File: src/design/mcnpm_pkg.sv
// types and constants shared by the midi channel note patch mapper
package mcnpm_pkg;

   localparam int NOTE_DEPTH = 128;
   localparam int CHAN_DEPTH = 16;

   localparam logic [1:0] OP_EVENT      = 2'd0;
   localparam logic [1:0] OP_LOAD_DRUM  = 2'd1;
   localparam logic [1:0] OP_LOAD_PATCH = 2'd2;
   localparam logic [1:0] OP_LOAD_CHAN  = 2'd3;

   localparam logic [2:0] KIND_NOTE_ON   = 3'd0;
   localparam logic [2:0] KIND_NOTE_OFF  = 3'd1;
   localparam logic [2:0] KIND_POLY_PRES = 3'd2;
   localparam logic [2:0] KIND_PROGRAM   = 3'd3;

   localparam logic [1:0] FILT_NONE    = 2'd0;
   localparam logic [1:0] FILT_EXTRACT = 2'd1;
   localparam logic [1:0] FILT_REJECT  = 2'd2;

   localparam logic [1:0] CSR_GM_DRUM   = 2'd0;
   localparam logic [1:0] CSR_DEV_DRUM  = 2'd1;
   localparam logic [1:0] CSR_FILT_MODE = 2'd2;
   localparam logic [1:0] CSR_FILT_CHAN = 2'd3;

   typedef struct packed {
      logic [1:0] op;
      logic [2:0] kind;
      logic [3:0] channel;
      logic [6:0] data1;
      logic [6:0] data2;
      logic [6:0] map_key;
      logic [6:0] map_value;
      logic       map_valid;
   } req_type;

   typedef struct packed {
      logic [2:0] out_kind;
      logic [3:0] out_channel;
      logic [6:0] out_data1;
      logic [6:0] out_data2;
   } rsp_type;

endpackage

File: src/design/mcnpm_ram.sv
// generic single write port ram with registered read
module mcnpm_ram #(
   parameter int WIDTH = 7,
   parameter int DEPTH = 128
) (
   input  logic                     clock,
   input  logic                     wr_en,
   input  logic [$clog2(DEPTH)-1:0] wr_addr,
   input  logic [WIDTH-1:0]         wr_data,
   input  logic                     rd_en,
   input  logic [$clog2(DEPTH)-1:0] rd_addr,
   output logic [WIDTH-1:0]         rd_data
);

   logic [WIDTH-1:0] mem_ff [DEPTH];
   logic [WIDTH-1:0] rd_data_ff;

   always_ff @(posedge clock) begin
      if (wr_en) begin
         mem_ff[wr_addr] <= wr_data;
      end
      if (rd_en) begin
         rd_data_ff <= mem_ff[rd_addr];
      end
   end

   assign rd_data = rd_data_ff;

endmodule

File: src/design/midi_channel_note_patch_mapper_top.sv
// midi channel filter and channel, drum note and patch remapper, top level
// an event word passes the input stage, then the result register, before it appears on rsp
// throughput: one word per cycle unless a pending result stalls on rsp_ready; loads take effect for the very next word
// the registered drum and patch table reads line up with the input stage, the first of the two stages
// reset: synchronous; all tables invalid, drum channels unset, no filtering
module midi_channel_note_patch_mapper_top (
   input  logic               clock,
   input  logic               reset,
   input  logic               req_valid,
   output logic               req_ready,
   input  mcnpm_pkg::req_type req_payload,
   output logic               rsp_valid,
   input  logic               rsp_ready,
   output mcnpm_pkg::rsp_type rsp_payload,
   input  logic               csr_we,
   input  logic [1:0]         csr_index,
   input  logic [4:0]         csr_wdata
);

   logic [4:0] gm_drum_ff;
   logic [4:0] dev_drum_ff;
   logic [1:0] filt_mode_ff;
   logic [3:0] filt_chan_ff;

   logic [mcnpm_pkg::NOTE_DEPTH-1:0] drum_vld_ff;
   logic [mcnpm_pkg::NOTE_DEPTH-1:0] patch_vld_ff;
   logic [mcnpm_pkg::CHAN_DEPTH-1:0] chan_vld_ff;
   logic [3:0]                       chan_val_ff [mcnpm_pkg::CHAN_DEPTH];

   logic               s1_valid_ff;
   mcnpm_pkg::req_type s1_ff;
   logic               drum_hit_ff;
   logic               patch_hit_ff;
   logic               rsp_valid_ff;
   mcnpm_pkg::rsp_type rsp_ff;
   mcnpm_pkg::rsp_type rsp_in;

   logic       req_acc;
   logic       ev_acc;
   logic       s1_adv;
   logic       s1_drop;
   logic       dev_set;
   logic       gm_set;
   logic [6:0] drum_rd;
   logic [6:0] patch_rd;
   logic [3:0] chan_in;
   logic [6:0] data1_in;

   assign req_acc   = req_valid && req_ready;
   assign ev_acc    = req_acc && (req_payload.op == mcnpm_pkg::OP_EVENT);
   assign s1_adv    = !rsp_valid_ff || rsp_ready;
   assign req_ready = !s1_valid_ff || s1_adv;
   assign dev_set   = !dev_drum_ff[4];
   assign gm_set    = !gm_drum_ff[4];

   // configuration registers
   always_ff @(posedge clock) begin
      if (reset) begin
         gm_drum_ff   <= 5'h1f;
         dev_drum_ff  <= 5'h1f;
         filt_mode_ff <= mcnpm_pkg::FILT_NONE;
         filt_chan_ff <= 4'd0;
      end else if (csr_we) begin
         unique case (csr_index)
            mcnpm_pkg::CSR_GM_DRUM:   gm_drum_ff   <= csr_wdata;
            mcnpm_pkg::CSR_DEV_DRUM:  dev_drum_ff  <= csr_wdata;
            mcnpm_pkg::CSR_FILT_MODE: filt_mode_ff <= csr_wdata[1:0];
            mcnpm_pkg::CSR_FILT_CHAN: filt_chan_ff <= csr_wdata[3:0];
            default: ;
         endcase
      end
   end

   // table valid bits and channel table
   always_ff @(posedge clock) begin
      if (reset) begin
         drum_vld_ff  <= '0;
         patch_vld_ff <= '0;
         chan_vld_ff  <= '0;
      end else if (req_acc) begin
         unique case (req_payload.op)
            mcnpm_pkg::OP_LOAD_DRUM:
               drum_vld_ff[req_payload.map_key] <= req_payload.map_valid;
            mcnpm_pkg::OP_LOAD_PATCH:
               patch_vld_ff[req_payload.map_key] <= req_payload.map_valid;
            mcnpm_pkg::OP_LOAD_CHAN:
               chan_vld_ff[req_payload.map_key[3:0]] <= req_payload.map_valid;
            default: ;
         endcase
      end
   end

   always_ff @(posedge clock) begin
      if (req_acc && (req_payload.op == mcnpm_pkg::OP_LOAD_CHAN)) begin
         chan_val_ff[req_payload.map_key[3:0]] <= req_payload.map_value[3:0];
      end
   end

   mcnpm_ram #(
      .WIDTH (7),
      .DEPTH (mcnpm_pkg::NOTE_DEPTH)
   ) u_drum_ram (
      .clock   (clock),
      .wr_en   (req_acc && (req_payload.op == mcnpm_pkg::OP_LOAD_DRUM)),
      .wr_addr (req_payload.map_key),
      .wr_data (req_payload.map_value),
      .rd_en   (ev_acc),
      .rd_addr (req_payload.data1),
      .rd_data (drum_rd)
   );

   mcnpm_ram #(
      .WIDTH (7),
      .DEPTH (mcnpm_pkg::NOTE_DEPTH)
   ) u_patch_ram (
      .clock   (clock),
      .wr_en   (req_acc && (req_payload.op == mcnpm_pkg::OP_LOAD_PATCH)),
      .wr_addr (req_payload.map_key),
      .wr_data (req_payload.map_value),
      .rd_en   (ev_acc),
      .rd_addr (req_payload.data1),
      .rd_data (patch_rd)
   );

   // input stage: event word plus sampled table valid bits
   always_ff @(posedge clock) begin
      if (reset) begin
         s1_valid_ff <= 1'b0;
      end else if (req_ready) begin
         s1_valid_ff <= ev_acc;
      end
   end

   always_ff @(posedge clock) begin
      if (ev_acc) begin
         s1_ff        <= req_payload;
         drum_hit_ff  <= drum_vld_ff[req_payload.data1];
         patch_hit_ff <= patch_vld_ff[req_payload.data1];
      end
   end

   // channel filter
   always_comb begin
      case (filt_mode_ff)
         mcnpm_pkg::FILT_EXTRACT: s1_drop = (s1_ff.channel != filt_chan_ff);
         mcnpm_pkg::FILT_REJECT:  s1_drop = (s1_ff.channel == filt_chan_ff);
         default:                 s1_drop = 1'b0;
      endcase
   end

   // channel and data remap
   always_comb begin
      if (gm_set && dev_set && (s1_ff.channel == dev_drum_ff[3:0])) begin
         chan_in = gm_drum_ff[3:0];
      end else if (chan_vld_ff[s1_ff.channel]) begin
         chan_in = chan_val_ff[s1_ff.channel];
      end else begin
         chan_in = s1_ff.channel;
      end

      data1_in = s1_ff.data1;
      case (s1_ff.kind) inside
         mcnpm_pkg::KIND_NOTE_ON, mcnpm_pkg::KIND_NOTE_OFF, mcnpm_pkg::KIND_POLY_PRES: begin
            if (dev_set && (s1_ff.channel == dev_drum_ff[3:0]) && drum_hit_ff) begin
               data1_in = drum_rd;
            end
         end
         mcnpm_pkg::KIND_PROGRAM: begin
            if (patch_hit_ff) begin
               data1_in = patch_rd;
            end
         end
         default: ;
      endcase

      rsp_in.out_kind    = s1_ff.kind;
      rsp_in.out_channel = chan_in;
      rsp_in.out_data1   = data1_in;
      rsp_in.out_data2   = s1_ff.data2;
   end

   // result register
   always_ff @(posedge clock) begin
      if (reset) begin
         rsp_valid_ff <= 1'b0;
      end else if (s1_adv) begin
         rsp_valid_ff <= s1_valid_ff && !s1_drop;
      end
   end

   always_ff @(posedge clock) begin
      if (s1_adv && s1_valid_ff) begin
         rsp_ff <= rsp_in;
      end
   end

   assign rsp_valid   = rsp_valid_ff;
   assign rsp_payload = rsp_ff;

   a_s1_stall_blocks_input: assert property (@(posedge clock) disable iff (reset)
      (s1_valid_ff && !s1_adv) |-> !req_ready)
      else $error("input taken while first stage is stalled");

   a_load_no_result: assert property (@(posedge clock) disable iff (reset)
      (req_acc && (req_payload.op != mcnpm_pkg::OP_EVENT)) |=> !s1_valid_ff)
      else $error("load word entered the event stage");

   a_kept_event_reaches_rsp: assert property (@(posedge clock) disable iff (reset)
      (s1_valid_ff && s1_adv && !s1_drop) |=> rsp_valid_ff)
      else $error("kept event lost before result register");

   a_stalled_rsp_kept: assert property (@(posedge clock) disable iff (reset)
      (rsp_valid_ff && !rsp_ready) |=> (rsp_valid_ff && $stable(rsp_ff)))
      else $error("pending result word overwritten");

endmodule
File: config.mk
export PLATFORM = sky130hd
export DESIGN_NAME = midi_channel_note_patch_mapper_top
export DESIGN_NICKNAME = d
export VERILOG_FILES = /design/src/design/mcnpm_pkg.sv /design/src/design/mcnpm_ram.sv /design/src/design/midi_channel_note_patch_mapper_top.sv
export SDC_FILE = /design/constraint.sdc
export NUM_CORES = 2
export LEC_CHECK = 0
export ABC_AREA = 0
export BUFFER_PORTS_ARGS = -buffer_cell sky130_fd_sc_hd__buf_4
export CORE_UTILIZATION = 35
export DETAILED_ROUTE_END_ITERATION = 8
export PLACE_DENSITY = 0.56
export SETUP_SLACK_MARGIN = 0.1
export SLEW_MARGIN = 0
export SYNTH_ARGS = -nofsm -noshare
export SYNTH_HDL_FRONTEND = slang
export SYNTH_SLANG_ARGS = --single-unit
File: constraint.sdc
create_clock -name clock -period 4.4 [get_ports clock]
set_input_delay 0 -clock clock [delete_from_list [all_inputs] [get_ports clock]]
set_output_delay 0 -clock clock [all_outputs]
set_load 0.005 [all_outputs]
==> out/results.txt <==
Sequential element share of the synthesized area: 73.3%
CP Launch Type: primary input
Final Hold Fails: 0
Vias per cell: 5.39
Unique masters post-synth: 37
Die area: 249000 µm²
Max_slew headroom: 16.8%
Ports: 73
Tightest Pin Transition: 1240 ps
CP Data Arrival Time: 3850 ps
Power density over the cells: 436 nW/µm²
RSZ-0062 raised after global routing: false
WHS: 59.0 ps
Core Rows: 182
Crit Path Class: in -> reg
Min Clock Period, post-route: 3240 ps
Starting Density: 35.2%
Antenna violations before repair: 12
CP dominant cell by count: mux4_2
DRT Pass-1 Iters: 5
Final setup TNS: 0 ps
Leakage power: 31.5 nW
F_max: 309 MHz
Yosys warns: 0
DR iter-0 viols: 4357
Max cap viols: 0
Largest net degree at the start of global routing: 138
Net count, final: 4628
Routing usage on met2: 29.3%
H-tree levels: 4
Slew Limit Fails: 0
Core ar.: 246000 µm²
Share of post-route cells with drive strength above 1: 31.5%
Hold Buf Count CTS: 73
Global routing's busiest layer: met2
Total power: 44.2 mW
WL/cell: 28.0 µm
Status: complete, no violations
DP HPWL: 133000 µm
Syn Inst Count: 4175
Final critical-path share of the clock period: 73.6%
CTS Buf Count: 223
CP peak stage delay: 610 ps
Pre-CTS setup slack: 824 ps
Crit path max fanout: 35
CTS tree: built
Clock Sinks: 2208
Total gr overflow: 0
Met1 Track Usage GR: 25.2%
Vias post-DR: 43100
Fill cells: 21300
Max Root-Sink Buffers: 3
GP Congestion: 0.765
Met3 GRT Util: 2.66%
Post-CTS Resized: 0
PortBufs: 72
Root buffer cell: clkbuf_16
Worst Path Required: 5010 ps
Synthesis-stage register bit count: 2208
Die height: 499 µm
First-pass GRT wire length: 323000 µm
Worst Hold Class: in -> reg
Setup ws final: 1160 ps
Setup Buffers After CTS: 0
WL final: 224000 µm
Delay-heaviest family, CP: multiplexers
Worst path bufs/invs: 4
Vias in the first global route: 43900
Final setup vio count: 0
CP cell instances: dlygate4sd3_1 -> buf_8 -> buf_12 -> buf_4 -> mux4_2 -> mux4_2 -> mux4_2 -> mux2_2
DRT antenna net count: 0
CP Capture Type: flop
Reg-to-reg setup timing slack: 1230 ps
Slowest-stage cell, CP: mux4_2
DRC violations left: 0
Die X: 499 µm
Clk Latency, worst-skew pair: 870 ps
Total Routing Usage GR: 17.9%
VDD IR max: 0.000333 V
Worst Skew: 40.4 ps
Syn nets: 4225
Area grow syn2layout: 17.2%
Mapped Area: 86400 µm²
Post-Syn Area per Cell: 20.7 µm²
Reg clk slew, reported paths: 60 ps
-- worst register-to-register path: stages (launching register included) --
cell and delay (ps):
dfxtp_1 330, nand3b_1 200, nand4b_1 210, buf_12 220, buf_4 810, nor3_2 910
mux2i_1 290, nor2_1 60
-- logic make-up (layout without fill, tap and decap cells) --
logic type	count (synthesis)	in the layout	share of synthesized area [%]
and+or+nand+nor	620	620	3.22
muxes	1001	1001	21.7
other	0	4	0
AOI/OAI and AO/OA	34	34	0.304
xor gates and xnor gates	8	8	0.0811
buffers and inverters	304	903	1.41
DFF	2208	2208	73.3
-- report_power, final --
group | leakage (nW) | switching, mW | internal [mW]
combinational | 8.31 | 1.33 | 0.852
sequential | 19.6 | 0.0379 | 22.8
clock | 3.60 | 8.16 | 11.1
total | 31.5 | 9.52 | 34.7
-- through the flow --
step | instances | instance area [µm²] | util [%]
4_1_cts | 7994 | 101000 | 41.2
2_1_floorplan | 4175 | 86400 | -
6_report | 7998 | 101000 | 41.2
3_3_place_gp | 7500 | 93100 | 37.9
3_5_place_dp | 7500 | 93100 | 37.9
5_1_grt | 7996 | 101000 | 41.2
-- cell usage in the layout (no fill, tap or decap), types with 8 or more instances in the layout --
cell           count
nand2_1           12
mux4_2           694
clkbuf_1          59
clkinv_2          33
a211o_1           11
nor2_1           293
clkinvlp_4        11
bufinv_16         21
dlygate4sd3_1     73
nor3_1           223
mux2_2            22
buf_4            354
nand3_1            8
edfxtp_1        1914
buf_8             12
nor2b_1            9
nor3_2            50
dfxtp_1          294
clkbuf_16        226
buf_12            34
mux2i_1          285
clkbuf_8          21
clkinv_1          35
nand3b_1           8
-- cells in the mapped netlist --
master / instances / area, µm²
o22ai_1: 1 / 6.26
mux2i_1: 285 / 2850
xor2_1: 1 / 8.76
nor3b_1: 2 / 15.0
or4_1: 1 / 7.51
o21ai_0: 1 / 5.00
nand4b_1: 2 / 17.5
nand2_1: 14 / 52.6
dfxtp_1: 294 / 5890
a21o_1: 7 / 52.6
and2_1: 1 / 6.26
mux2_2: 22 / 248
nand3_1: 9 / 45.0
buf_2: 53 / 265
xnor2_1: 7 / 61.3
buf_1: 28 / 105
or3_1: 1 / 6.26
edfxtp_1: 1914 / 57500
nand2b_1: 2 / 12.5
nor2_1: 293 / 1100
buf_6: 1 / 11.3
or3b_2: 1 / 8.76
a211o_1: 11 / 96.3
nor2b_1: 9 / 56.3
nor3_1: 273 / 1370
nand4_1: 3 / 18.8
nand3b_1: 8 / 60.1
o211ai_1: 1 / 7.51
a21oi_1: 4 / 20.0
mux4_2: 694 / 15600
a211oi_1: 1 / 7.51
clkbuf_1: 214 / 803
nor4_1: 1 / 6.26
inv_1: 7 / 26.3
clkinv_1: 1 / 3.75
a22o_1: 7 / 61.3
a31oi_1: 1 / 6.26
-- layer usage --
| layer | share of wire [%] | wire [µm] | vias to the layer above |
|---|---|---|---|
| met1 | 44 | 99100 | 23600 |
| met4 | 2.0 | 4590 | 6 |
| met5 | 0.033 | 74 | - |
| met2 | 49 | 110000 | 1182 |
| met3 | 4.8 | 10700 | 281 |
| li1 | - | - | 18100 |
-- final timing paths --
| kind | from | end | cells past startpoint |
|---|---|---|---|
| worst max-delay path | req_payload[22] | drum_hit_ff | 8 |
| worst min-delay path | req_payload[24] | s1_ff[24] | 3 |
| worst min register to register | rsp_in[5] | rsp_payload[5] | 0 |
| worst max register to register | s1_valid_ff | patch_vld_ff[66] | 7 |
-- layout make-up --
type,instances,area (µm²),share of cell area [%]
clock buffer,306,6170,6.09
timing repair buffer,474,4260,4.21
inverter,8,30.0,0.0297
clock inverter,115,1270,1.26
multi-input combinational,1663,22100,21.9
tap,3220,4030,3.98
antenna,4,10.0,0.00988
sequential,2208,63400,62.6
-- registers in the layout, summed over array words and instances (netlist names), 10 cells and up, named ones only --
signal and flops:
u_patch_ram.mem_ff 896, chan_vld_ff 16, drum_vld_ff 128, rsp_payload 21, patch_vld_ff 128, chan_val_ff 64
rsp_in 10, s1_ff 11, u_drum_ram.mem_ff 896
No activity file was read; power rests on OpenSTA's default activity.
